--- src/hdl/wsd_pkg.sv ---
// types and constants used by the websocket deframer core
package wsd_pkg;

  localparam int unsigned HdrCntW = 4;
  localparam int unsigned LenW    = 64;
  localparam int unsigned KeyW    = 32;

  localparam logic [6:0] Len7Ext16 = 7'd126;
  localparam logic [6:0] Len7Ext64 = 7'd127;

  localparam logic [HdrCntW-1:0] ExtBytes16 = 4'd2;
  localparam logic [HdrCntW-1:0] ExtBytes64 = 4'd8;
  localparam logic [HdrCntW-1:0] KeyBytes   = 4'd4;

  typedef enum logic [2:0] {
    PH_WAIT = 3'd0,
    PH_LEN  = 3'd1,
    PH_EXT  = 3'd2,
    PH_KEY  = 3'd3,
    PH_DATA = 3'd4,
    PH_DROP = 3'd5
  } wsd_phase_e;

  typedef enum logic [1:0] {
    ST_DATA   = 2'd0,
    ST_NOFIN  = 2'd1,
    ST_NOMASK = 2'd2,
    ST_EMPTY  = 2'd3
  } wsd_status_e;

  typedef struct packed {
    logic [7:0] data_byte;
    logic       frame_start;
  } wsd_in_t;

  typedef struct packed {
    logic [7:0]  payload_byte;
    logic        last_byte;
    wsd_status_e status;
  } wsd_out_t;

endpackage

--- src/hdl/wsd_stream_if.sv ---
// valid/ready stream interface carrying one payload beat
interface wsd_stream_if #(
  parameter type payload_t = logic [7:0]
);
  logic     valid;
  logic     ready;
  payload_t payload;

  modport source (output valid, output payload, input ready);
  modport sink (input valid, input payload, output ready);
endinterface

--- src/hdl/websocket_frame_deframer_core.sv ---
// websocket client frame deframer: header parse, unmask, result skid buffer
//
//  channel | dir | beat payload                          | handshake
//  in_i    | in  | data_byte, frame_start                | valid/ready
//  out_o   | out | payload_byte, last_byte, status       | valid/ready
//
// one input beat per cycle while ready is high; the header/payload state and the result
// are updated in the cycle the beat is taken; the result is registered in out_q, or in
// skid_q if out_o stalls; a two-entry output buffer (output register plus skid) keeps
// input ready while one result waits; ready drops only when both entries are full
// reset returns the parser to waiting for a first header byte, buffer empty
module websocket_frame_deframer_core (
  input  logic         clk_i,
  input  logic         rst_ni,
  wsd_stream_if.sink   in_i,
  wsd_stream_if.source out_o
);
  import wsd_pkg::*;

  wsd_phase_e           phase_q, phase_d;
  logic [HdrCntW-1:0]   hdr_cnt_q, hdr_cnt_d;
  logic [LenW-1:0]      remain_q, remain_d;
  logic [KeyW-1:0]      key_q, key_d;
  logic [1:0]           key_idx_q, key_idx_d;

  wsd_in_t              beat;
  logic                 in_fire;
  logic                 res_valid;
  wsd_out_t             res;

  wsd_out_t             out_q, skid_q;
  logic                 out_vld_q, skid_vld_q;

  assign beat     = in_i.payload;
  assign in_i.ready = ~skid_vld_q;
  assign in_fire  = in_i.valid & ~skid_vld_q;

  always_comb begin
    logic [7:0] kb;
    phase_d   = phase_q;
    hdr_cnt_d = hdr_cnt_q;
    remain_d  = remain_q;
    key_d     = key_q;
    key_idx_d = key_idx_q;
    res_valid = 1'b0;
    res       = '{payload_byte: 8'd0, last_byte: 1'b0, status: ST_DATA};
    case (key_idx_q)
      2'd0:    kb = key_q[31:24];
      2'd1:    kb = key_q[23:16];
      2'd2:    kb = key_q[15:8];
      default: kb = key_q[7:0];
    endcase
    if (in_fire) begin
      if (beat.frame_start || (phase_q == PH_WAIT)) begin
        remain_d  = '0;
        key_d     = '0;
        key_idx_d = '0;
        hdr_cnt_d = '0;
        if (!beat.data_byte[7]) begin
          phase_d   = PH_DROP;
          res_valid = 1'b1;
          res       = '{payload_byte: 8'd0, last_byte: 1'b1, status: ST_NOFIN};
        end else begin
          phase_d = PH_LEN;
        end
      end else begin
        case (phase_q)
          PH_LEN: begin
            if (!beat.data_byte[7]) begin
              phase_d   = PH_DROP;
              res_valid = 1'b1;
              res       = '{payload_byte: 8'd0, last_byte: 1'b1, status: ST_NOMASK};
            end else begin
              remain_d = '0;
              if (beat.data_byte[6:0] == Len7Ext16) begin
                hdr_cnt_d = ExtBytes16;
                phase_d   = PH_EXT;
              end else if (beat.data_byte[6:0] == Len7Ext64) begin
                hdr_cnt_d = ExtBytes64;
                phase_d   = PH_EXT;
              end else begin
                remain_d  = {{(LenW-7){1'b0}}, beat.data_byte[6:0]};
                hdr_cnt_d = KeyBytes;
                phase_d   = PH_KEY;
              end
            end
          end
          PH_EXT: begin
            // big-endian extended length shifts in from the bottom
            remain_d  = {remain_q[LenW-9:0], beat.data_byte};
            hdr_cnt_d = hdr_cnt_q - 1'b1;
            if (hdr_cnt_q == 4'd1) begin
              hdr_cnt_d = KeyBytes;
              phase_d   = PH_KEY;
            end
          end
          PH_KEY: begin
            key_d     = {key_q[KeyW-9:0], beat.data_byte};
            hdr_cnt_d = hdr_cnt_q - 1'b1;
            if (hdr_cnt_q == 4'd1) begin
              key_idx_d = '0;
              if (remain_q == '0) begin
                phase_d   = PH_WAIT;
                res_valid = 1'b1;
                res       = '{payload_byte: 8'd0, last_byte: 1'b1, status: ST_EMPTY};
              end else begin
                phase_d = PH_DATA;
              end
            end
          end
          PH_DATA: begin
            key_idx_d = key_idx_q + 2'd1;
            remain_d  = remain_q - 1'b1;
            res_valid = 1'b1;
            res.payload_byte = beat.data_byte ^ kb;
            if (remain_q == {{(LenW-1){1'b0}}, 1'b1}) begin
              phase_d       = PH_WAIT;
              res.last_byte = 1'b1;
            end
          end
          default: begin
            phase_d = PH_DROP;
          end
        endcase
      end
    end
  end

  always_ff @(posedge clk_i or negedge rst_ni) begin
    if (!rst_ni) begin
      phase_q   <= PH_WAIT;
      hdr_cnt_q <= '0;
      remain_q  <= '0;
      key_q     <= '0;
      key_idx_q <= '0;
    end else begin
      phase_q   <= phase_d;
      hdr_cnt_q <= hdr_cnt_d;
      remain_q  <= remain_d;
      key_q     <= key_d;
      key_idx_q <= key_idx_d;
    end
  end

  // output register with a skid entry behind it
  always_ff @(posedge clk_i or negedge rst_ni) begin
    if (!rst_ni) begin
      out_vld_q  <= 1'b0;
      skid_vld_q <= 1'b0;
    end else if (!out_vld_q || out_o.ready) begin
      if (skid_vld_q) begin
        out_vld_q  <= 1'b1;
        skid_vld_q <= 1'b0;
      end else begin
        out_vld_q <= res_valid;
      end
    end else if (res_valid) begin
      skid_vld_q <= 1'b1;
    end
  end

  always_ff @(posedge clk_i) begin
    if (!out_vld_q || out_o.ready) begin
      out_q <= skid_vld_q ? skid_q : res;
    end else if (res_valid) begin
      skid_q <= res;
    end
  end

  assign out_o.valid   = out_vld_q;
  assign out_o.payload = out_q;

endmodule
--- src/flat_wrapper.sv ---
// flat-port wrapper written by rule: the top's interface ports become plain ports
module websocket_frame_deframer_core_flat import wsd_pkg::*;
  (clk_i, rst_ni, in_i_valid, in_i_payload, in_i_ready, out_o_valid, out_o_payload, out_o_ready);
  wsd_stream_if in_i_i ();
  wsd_stream_if out_o_i ();
  input  logic clk_i;
  input  logic rst_ni;
  input wire logic [$bits(in_i_i.valid)-1:0] in_i_valid;
  input wire logic [$bits(in_i_i.payload)-1:0] in_i_payload;
  output wire logic [$bits(in_i_i.ready)-1:0] in_i_ready;
  output wire logic [$bits(out_o_i.valid)-1:0] out_o_valid;
  output wire logic [$bits(out_o_i.payload)-1:0] out_o_payload;
  input wire logic [$bits(out_o_i.ready)-1:0] out_o_ready;
  assign in_i_i.valid = in_i_valid;
  assign in_i_i.payload = in_i_payload;
  assign in_i_ready = in_i_i.ready;
  assign out_o_valid = out_o_i.valid;
  assign out_o_payload = out_o_i.payload;
  assign out_o_i.ready = out_o_ready;
  websocket_frame_deframer_core u_core (.clk_i(clk_i), .rst_ni(rst_ni), .in_i(in_i_i), .out_o(out_o_i));
endmodule
--- config.mk ---
export PLATFORM = sky130hd
export DESIGN_NAME = websocket_frame_deframer_core_flat
export DESIGN_NICKNAME = d
export VERILOG_FILES = /design/src/hdl/wsd_pkg.sv /design/src/hdl/wsd_stream_if.sv /design/src/hdl/websocket_frame_deframer_core.sv /design/src/flat_wrapper.sv
export SDC_FILE = /design/constraint.sdc
export NUM_CORES = 1
export LEC_CHECK = 0
export ABC_AREA = 1
export BUFFER_PORTS_ARGS = -buffer_cell sky130_fd_sc_hd__buf_4
export CAP_MARGIN = 20
export CORE_MARGIN = 2
export CORE_UTILIZATION = 60
export CTS_CLUSTER_SIZE = 8
export DETAILED_ROUTE_END_ITERATION = 6
export PLACE_DENSITY = 0.75
export SYNTH_ARGS = -nofsm -noshare
export SYNTH_HDL_FRONTEND = slang
export SYNTH_SLANG_ARGS = --single-unit
--- constraint.sdc ---
create_clock -name clk_i -period 5.45 [get_ports clk_i]
set_clock_uncertainty 0.1 [all_clocks]
set_input_delay 1.09 -clock clk_i [delete_from_list [all_inputs] [get_ports clk_i]]
set_output_delay 1.09 -clock clk_i [all_outputs]
set_load 0.05 [all_outputs]
* After elaboration in Yosys (flattened, before gate mapping) *
Cells that the tools add are included.

operators by class
  bitwise gates (word level) = 4
  add/subtract/negate cells = 3
  mux-type cells = 33
  eq/ne operators = 11
  reduce and logical (&&, ||, !) cells = 18

operators with widths
  operator                                                                 number
  64-bit one-hot mux with 2 select lines                                   1
  64-bit by 1-bit == test with 1-bit output, second input constant         1
  64-bit logical NOT                                                       1
  64-bit 2-to-1 mux                                                        1
  64-bit by 1-bit subtractor with 64-bit output, second input constant     1
  29-bit 2-to-1 mux                                                        2
  8-bit 2-to-1 mux                                                         3
  3-bit 2-to-1 mux                                                         7
  6-bit one-hot mux with 3 select lines                                    1
  5-bit one-hot mux with 3 select lines                                    1
  3-bit by 1-bit inequality test with 1-bit output, second input constant  3
  3-bit one-hot mux with 3 select lines                                    1
  3-bit nonzero test                                                       3
  1-bit 2-to-1 mux                                                         8
  4-bit 2-to-1 mux                                                         2
  2-bit one-hot mux with 2 select lines                                    2
  4-bit one-hot mux with 2 select lines                                    1
  2-bit AND reduction                                                      4
  3-bit by 2-bit == test with 1-bit output, second input constant          2
  5-bit XOR                                                                1
  4-bit by 1-bit == test with 1-bit output, second input constant          1
  2-bit 2-to-1 mux                                                         2
  4-bit AND reduction                                                      1
  2-bit nonzero test                                                       2
  15 further kinds                                                         17

storage, ports and cells
  logic and storage cells = 82
  register bits after elaboration = 120
  input bits = 12
  output and inout port bits = 10

* Logic depth before layout (Yosys ltp) *
Gate-level depths: netlist of run 1.

  depth in word-level cells = 8
  mapped depth = 12
  mapped depth without buffers = 12

* Least setup slack after synthesis of run 1 *
No wires, ideal clock.

  path type = register to register
  start = reg u_core.remain_q[0]
  end = reg u_core.skid_q[0] (netlist name) (enable)
  cell stages (with the launch flop) = 11
  path slack = 3.116 ns
  data required time = 4.980 ns
  period minus slack after synthesis = 2.334 ns
  path buffers = 0
  data arrival time = 1.863 ns
  path through = dfrtp_1 inv_1 ha_1 nand2_4 nor2_4 nand2_4 nor2_4 nand3_4 nand3_2 nand2_2 nor2_1

between the ends
  cells in the longest elaborated chain, start to end = 7

RTL lines
  element                                RTL line                              text
  start: declaration                     websocket_frame_deframer_core.sv:22   logic [LenW-1:0] remain_q, remain_d;
  start signal: assignment               websocket_frame_deframer_core.sv:139  remain_q <= remain_d;
  64-bit logical NOT                     websocket_frame_deframer_core.sv:102  if (remain_q == '0) begin
  1-bit 2-to-1 mux                       websocket_frame_deframer_core.sv:102
  1-bit 2-to-1 mux                       websocket_frame_deframer_core.sv:100  if (hdr_cnt_q == 4'd1) begin
  1-bit one-hot mux with 2 select lines  websocket_frame_deframer_core.sv:67   case (phase_q)
  1-bit 2-to-1 mux                       websocket_frame_deframer_core.sv:54   if (beat.frame_start || (phase_q == PH_WAIT)) begin
  1-bit 2-to-1 mux                       websocket_frame_deframer_core.sv:53   if (in_fire) begin
  2-bit AND reduction (no line)          -
  end signal: assignment                 websocket_frame_deframer_core.sv:166  skid_q <= res;
  end: declaration                       websocket_frame_deframer_core.sv:31   wsd_out_t out_q, skid_q;

No other way between the ends.
A chain may end at the register's enable or synchronous reset.

* Worst setup path in the final report of run 1 *
  start = reg u_core.phase_q[0]
  end = reg u_core.remain_q[7]

between the ends
  cells in the longest elaborated chain, start to end = 4

RTL lines
  element                        RTL line                              text
  start: declaration             websocket_frame_deframer_core.sv:20   wsd_phase_e phase_q, phase_d;
  start signal: assignment       websocket_frame_deframer_core.sv:137  phase_q <= phase_d;
  3-bit logical NOT              websocket_frame_deframer_core.sv:54
  1-bit logical OR               websocket_frame_deframer_core.sv:54
  3-bit nonzero test (no line)   -
  2-bit AND reduction (no line)  -

Parallel ways exist; a longest one is shown, timed or not.

==> results of run 1 <==
[flip-flops by register name, indices dropped and copies added, names as in the netlist]
| signal | flops |
|---|---|
| u_core.skid_vld_q | 1 |
| u_core.key_idx_q | 2 |
| u_core.out_o.payload | 8 |
| u_core.key_q | 20 |
| u_core.remain_q | 64 |
| u_core.hdr_cnt_q | 4 |
| u_core.out_o.valid | 1 |
| u_core.phase_q | 3 |
| u_core.skid_q | 8 |
[power by group]
group          total [mW]  leakage, nW  switching (mW)  internal [mW]
clock               0.704        0.145           0.320          0.383
combinational        2.87         2.09            2.05          0.817
sequential           1.46         1.43           0.326           1.13
total                5.03         3.67            2.70           2.33
[worst max-delay path by stage]
stage / end / slack [ns] / depth (start not counted)
after floorplan: u_core.skid_q[0] / 3.12 / 10
after CTS: u_core.remain_q[7] / 2.35 / 7
final: u_core.remain_q[7] / 2.28 / 7
after global placement: u_core.remain_q[7] / 2.44 / 7
after global routing: u_core.remain_q[7] / 2.09 / 7
after detailed placement: u_core.remain_q[7] / 2.36 / 7
[metal layers]
| metal | global-route usage | part of all wire | vias up |
|---|---|---|---|
| met5 | 0 | 0 | - |
| met4 | 0.0723 | 0.012 | 0 |
| met3 | 0.0785 | 0.083 | 23 |
| met2 | 0.500 | 0.44 | 267 |
| met1 | 0.461 | 0.46 | 3294 |
| li1 | - | - | 3523 |
[critical path: stages, from the launching register on]
cell	delay, ns
dfrtp_1	0.42
nor2_4	0.42
nand2_4	0.39
a21oi_4	0.27
buf_4	0.47
inv_1	0.55
o21ai_0	0.31
a31oi_1	0.06
[cell families after synthesis]
kind of cell	synth area share
adders and majority gates	0.0136
AOI/OAI and AO/OA	0.173
and+or+nand+nor	0.328
xor gates and xnor gates	0.0155
DFF	0.388
buffers and inverters	0.0824
[cell usage after synthesis]
| library cell | instances |
|---|---|
| a21o_1 | 1 |
| edfxtp_1 | 16 |
| o211ai_1 | 10 |
| a31oi_1 | 2 |
| a21oi_1 | 70 |
| nand3_1 | 65 |
| nand3_2 | 1 |
| nand3_4 | 1 |
| nor2_4 | 10 |
| o22ai_1 | 7 |
| nor2_8 | 1 |
| nand2_2 | 8 |
| nor2_2 | 5 |
| nor2_1 | 167 |
| inv_2 | 4 |
| buf_6 | 3 |
| clkinv_1 | 2 |
| nand2_4 | 6 |
| o31ai_1 | 11 |
| clkbuf_1 | 15 |
| nand2_1 | 283 |
| o2111ai_1 | 2 |
| o21ai_0 | 92 |
| buf_1 | 1 |
| nor3b_1 | 1 |
| and2_1 | 2 |
| nand3b_1 | 1 |
| nand4_1 | 8 |
| dfrtp_1 | 95 |
| xor2_1 | 13 |
| ha_1 | 8 |
| inv_1 | 112 |
| a21oi_2 | 3 |
| o221ai_1 | 4 |
| o21ai_1 | 32 |
| buf_2 | 14 |
| nor3_1 | 3 |
[area by class of cell]
cell class              instances  share of cell area
clock buffers                  12              0.0323
clock inverters                 4             0.00678
inverters                     118              0.0558
multi-input cells             817               0.493
flip-flops and latches        111               0.360
well taps                     147              0.0232
repair buffers                 28              0.0290
[stage by stage]
stage | worst slack (ns) | hold slack (ns) | power (mW) | utilization
finish | 2.28 | 0.390 | 5.03 | 0.661
global route | 2.09 | 0.424 | 5.47 | 0.661
CTS | 2.35 | 0.394 | 4.98 | 0.661
detailed placement | 2.36 | 0.378 | 4.26 | 0.635
global placement | 2.44 | 0.364 | 4.21 | 0.632
floorplan | 3.12 | 0.352 | 3.52 | -
==> metrics.txt, run 1 <==
CTS Hold Bufs 0; setup bufs post-CTS 0; Final ANT Viol Nets 0; pwr dens 634 nW/um^2; R2R Path End u_core.remain_q[7]; row count 40; Yosys top cell area share 0.323; drt pass-1 iters 5; synthesized area 7370 um^2; htree depth 3; GP Congestion 0.919; Ports 22; Distinct cells, synth 37; CTS clk-pin slew, worst paths 0.07 ns; detailed-route vias per instance 5.75; via count 7107; top post-synthesis cells by area dfrtp_1 (32%), nand2_1 (14%), nor2_1 (8.5%); Avg WL per Cell 16.1 um; fin crit share 0.581; clock sink total 111; CTS tree done; die area 13200 um^2; CTS Root Cell clkbuf_16; initial antenna violation count 0; RSZ-0062 raised after global routing no; FF/Latch Area 2860 um^2; vias in the first global route 6677; setup slack, reg-to-reg 2.28 ns; diode count 0; Max-Slew Margin vs Limit 0.428; final wirelength 19900 um; core area 12000 um^2; r2r startpoint u_core.phase_q[0]; TNS Setup 0 ns; Post-route DRC 0; First DRT Iteration DRCs 804; Hold Crit Class register to register; Final setup viols 0; #FFs+latches synth 111; Syn Area/Cell 6.83 um^2; YS warnings 0; Worst setup EP type register; Overall Global Routing Usage 0.321; commonest cells after routing, fill and taps aside nand2_1 (283), nor2_1 (167), inv_1 (112); Resized cells post-CTS 0; Slew Viols, Final 0; final cell count without fillers 1237; critical path class register to register; CTS buffer count 9; Congestion Overflow GR 0; DPL Wire Length 14200 um; Worst setup startpoint u_core.phase_q[0]; nets 1105; Crit Path Max Fanout 47; Final min period 3.17 ns; Placed Cells 1221; Worst-Skew Late Latency 0.36 ns; layout cell share with drive strength beyond 1 0.0752; Synth Instances 1079; most common cell after layout, fill and taps aside nand2_1; initial core utilization 0.613; cells on worst reg2reg path 7; final design instance area without fill 7930 um^2; die width 115 um; Hold Path End u_core.hdr_cnt_q[1]; largest net degree at the start of global routing 61; MaxCap Viol Count 0; Lkg Pwr 3.67 nW; CP Launch Type register; placed inst area 7620 um^2; first-pass GRT wire length 33100 um; Critical Path AT 3.29 ns; Hold Path Origin u_core.hdr_cnt_q[1]; number of port buffers 21; FILL cells 1092; multi-input logic area 3910 um^2; sequential fraction of the synthesis area 0.388; required time worst endpoint 5.57 ns; VDD IR max 0.000385 V; Die Y 115 um; Synth area leader dfrtp_1; Area Growth Syn to Fin 7.71%; status complete, no violations; Hold Violations, Final 0; Syn Nets 1099; WHS Path Cells 2; Slew @ Worst Pin 0.857 ns; clock tree buffer depth 2; fmax 316 MHz
No activity file was read; power rests on OpenSTA's default activity.
==> inputs of run 2 (changes only) <==
Settings changed: CORE_UTILIZATION 60 to 57.
Clock period 5.45 ns to 2.9 ns, I/O delays scaled along.
==> metrics.txt, run 2 (same netlist as run 1, synthesis figures left out) <==
Resized cells post-CTS 0; Slew Viols, Final 0; layout cell share with drive strength beyond 1 0.0820; core area 12600 um^2; DPL Wire Length 14500 um; Max-Slew Margin vs Limit 0.614; TNS Setup 0 ns; Regs by FF count u_core.remain_q (64), u_core.key_q (20); FILL cells 1220; nets 1112; Critical Path AT 2.37 ns; clock sink total 111; Worst-Skew Late Latency 0.37 ns; most common cell after layout, fill and taps aside nand2_1; Lkg Pwr 3.70 nW; Worst setup EP type register; detailed-route vias per instance 5.69; status complete, no violations; cells on worst reg2reg path 11; CP delay by family, top simple AND/OR/NAND/NOR gates; Critical-path top delay cell dfrtp_1; htree depth 3; diode count 0; CTS Hold Bufs 0; critical path class register to register; slowest stage delay, CP 0.41 ns; Slew @ Worst Pin 0.577 ns; Overall Global Routing Usage 0.305; Final setup viols 0; vias in the first global route 6560; setup bufs post-CTS 0; die area 13800 um^2; Final Util 0.634; VDD IR max 0.000826 V; initial core utilization 0.584; CTS buffer count 9; number of port buffers 21; Buf+Inv Stages, Crit Path 2; Hold Violations, Final 0; die width 118 um; Post-route DRC 0; First DRT Iteration DRCs 811; r2r startpoint u_core.remain_q[0]; setup slack, reg-to-reg 0.51 ns; CP Launch Type register; max FFs per register 64; GP Congestion 0.925; largest net degree at the start of global routing 48; Final min period 2.39 ns; MaxCap Viol Count 0; Avg WL per Cell 16.1 um; final wirelength 20400 um; CTS tree done; clock tree buffer depth 2; critical path, cell by cell inv_1 > ha_1 > nand2_4 > nor2_4 > nand2_4 > nor2_4 > nand3_4 > nand3_2 > nand2_2 > nor2_1 > buf_4; CTS Root Cell clkbuf_16; via count 7224; Congestion Overflow GR 0; first-pass GRT wire length 33900 um; Crit Path Max Fanout 8; Final ANT Viol Nets 0; Die Y 118 um; Hold Crit Class primary input to asynchronous set/reset pin; drt pass-1 iters 5; WHS 0.0481 ns; RSZ-0062 raised after global routing no; fmax 418 MHz; Total Power 9.47 mW; required time worst endpoint 2.87 ns; final design instance area without fill 8010 um^2; commonest cells after routing, fill and taps aside nand2_1 (283), nor2_1 (167), inv_1 (112); Reg with most FFs u_core.remain_q; pwr dens 1180 nW/um^2; placed inst area 7700 um^2; fin crit share 0.825; WP depth 11; R2R Path End u_core.skid_q[7]; row count 41; Area Growth Syn to Fin 8.68%; CTS clk-pin slew, worst paths 0.08 ns; initial antenna violation count 0; Ports 22
-- run 2: layout make-up --
| class | instances | area (um^2) | share of cell area |
|---|---|---|---|
| sequential | 111 | 2860 | 0.357 |
| multi-input combinational | 817 | 3910 | 0.488 |
| tap | 172 | 215 | 0.0269 |
| inverter | 118 | 443 | 0.0553 |
| clock buffer | 9 | 225 | 0.0281 |
| timing repair buffer | 35 | 275 | 0.0344 |
| clock inverter | 7 | 80.1 | 0.0100 |
-- run 2: how the worst max path moves through the flow --
stage	from	end
after floorplan	u_core.remain_q[0]	u_core.skid_q[0]
after global placement	u_core.remain_q[0]	u_core.skid_q[5]
after detailed placement	u_core.remain_q[0]	u_core.skid_q[7]
after CTS	u_core.remain_q[0]	u_core.skid_q[7]
after global routing	u_core.phase_q[2]	u_core.key_q[8]
final	u_core.remain_q[0]	u_core.skid_q[7]
-- run 2: metal layers --
layer	vias up	track usage	wire length (um)
li1	3529	-	-
met1	3349	0.459	9500
met2	321	0.449	8960
met3	25	0.0625	1620
met4	0	0.0768	301
met5	-	0	0
-- run 2: power by group --
group	internal [mW]	leakage, nW	switching, mW
Sequential	2.12	1.43	0.617
Combinational	1.55	2.12	3.87
Clock	0.684	0.148	0.630
Total	4.35	3.70	5.12
-- run 2: metrics by stage --
step	setup WS, ns	instances
5_1_grt	0.311	1269
4_1_cts	0.525	1269
2_1_floorplan	0.566	1079
3_5_place_dp	0.572	1253
3_3_place_gp	0.623	1253
6_report	0.506	1269
==> inputs of run 3 (changes only) <==
Clock period 2.9 ns to 1.95 ns, I/O delays scaled along.
==> metrics.txt, run 3 (same netlist as run 1, synthesis figures left out) <==
Final ANT Viol Nets 0; largest net degree at the start of global routing 38; Overall Global Routing Usage 0.325; drt pass-1 iters 5; Regs by FF count u_core.remain_q (64), u_core.key_q (20); First DRT Iteration DRCs 811; final wirelength 23000 um; Final setup viols 8; row count 41; clock power share 0.106; clock sink total 111; required time worst endpoint 1.90 ns; Ports 22; max FFs per register 64; pwr dens 1850 nW/um^2; Net Switching 8.84 mW; nets 1224; critical path, cell by cell nor2_2 > nand2_1 > nor2_4 > nand2_2 > nor2_4 > nand3_4 > nand3_2 > nand2_2 > nor2_4; Hold Path Origin in_i_payload[6]; Final WS setup -0.00788 ns; VDD IR max 0.00129 V; Hold Crit Class primary input to register; FF/Latch Area 2870 um^2; switch share 0.517; Avg WL per Cell 16.6 um; fmax 511 MHz; core area 12600 um^2; status finished with violations; r2r startpoint u_core.remain_q[22]; Critical Path AT 1.91 ns; Total Power 17.1 mW; Worst-Skew Late Latency 0.36 ns; die area 13800 um^2; Placed Cells 1343; Final Util 0.731; Comb power frac 0.669; Crit Path Max Fanout 8; fin crit share 1.00; Max-Slew Margin vs Limit 0.722; FILL cells 1023; Worst path most repeated cell nor2_4; Reg with most FFs u_core.remain_q; Critical-path top delay cell dfrtp_1; critical path class register to register; layout cell share with drive strength beyond 1 0.243; MaxCap Viol Count 0; Worst setup startpoint u_core.remain_q[22]; Slew @ Worst Pin 0.416 ns; diode count 0; final cell count without fillers 1380; CTS tree done; number of port buffers 21; initial core utilization 0.584; CTS buffer count 9; first-pass GRT wire length 35800 um; GP Congestion 0.938; Area Growth Syn to Fin 25.2%; failing checks setup timing; Hold Violations, Final 0; Post-route DRC 0; most common cell after layout, fill and taps aside nand2_1; htree depth 3; Slew Viols, Final 0; CTS Root Cell clkbuf_16; pre-CTS setup slack -0.192 ns; via count 7857; CP Launch Type register; P_int 8.26 mW; Congestion Overflow GR 0; multi-input logic area 4240 um^2; slowest stage delay, CP 0.42 ns; DPL Wire Length 16000 um; Reg power frac 0.225; TNS Setup -0.0573 ns; Lkg Pwr 4.28 nW; vias in the first global route 7249; die width 118 um; initial antenna violation count 0; clock tree buffer depth 2; commonest cells after routing, fill and taps aside nand2_1 (269), buf_4 (135), inv_1 (105), nor2_1 (105), o21ai_0 (89); detailed-route vias per instance 5.69; Worst setup EP type register; Final min period 1.96 ns; Die Y 118 um; CTS clk-pin slew, worst paths 0.08 ns; RSZ-0062 raised after global routing yes
run 3: critical path: cells and delay by family (launching register included):
kind	cells	cell delay [ns]
flops	1	0.42
simple gates	9	1.11
run 3: worst paths after layout:
| kind | endpoint | slack (ns) | cells past startpoint |
|---|---|---|---|
| max | u_core.skid_q[7] | -0.008 | 9 |
| min | u_core.remain_q[5] | 0.20 | 3 |
| max reg2reg | u_core.skid_q[7] | -0.008 | 9 |
| min reg2reg | u_core.hdr_cnt_q[1] | 0.39 | 2 |
| max in group asynchronous | u_core.remain_q[15] | 0.78 | 3 |
| min in group asynchronous | u_core.skid_vld_q | 0.41 | 2 |
run 3: routing by layer:
layer	GRT usage	part of all wire
met5	0	0
met4	0.123	0.030
met3	0.0659	0.092
met2	0.501	0.45
met1	0.453	0.42
run 3: power groups by stage:
stage | Sequential [mW] | Clock (mW) | Combinational [mW]
2_1_floorplan | 4.00 | 0 | 5.89
3_3_place_gp | 3.75 | 0 | 9.53
3_5_place_dp | 3.77 | 0 | 9.66
4_1_cts | 3.75 | 1.82 | 9.81
5_1_grt | 3.93 | 1.91 | 12.4
6_report | 3.85 | 1.81 | 11.4
run 3: per-stage QoR:
stage,area [um^2],hold slack (ns)
floorplan,7390,-0.00559
global route,9220,0.219
finish,9220,0.200
global placement,8460,0.255
CTS,8770,0.196
detailed placement,8460,0.249
run 3: layout make-up:
| type | count | share of cell area |
|---|---|---|
| well taps | 172 | 0.0233 |
| repair buffers | 144 | 0.126 |
| flip-flops and latches | 111 | 0.311 |
| clock buffers | 13 | 0.0284 |
| clock inverters | 2 | 0.00149 |
| inverters | 118 | 0.0484 |
| multi-input cells | 818 | 0.459 |
| repair inverters | 2 | 0.00163 |
run 3: repair_timing:
item | in CTS | in global routing
buffers inserted | 0 | 18
endpoints found under the hold margin | 26 | 0
cloned | 0 | 3
hold buffers | 1 | 0
pin swaps | 2 | 26
resized for setup | 8 | 107
endpoints found under the setup margin | 17 | 70
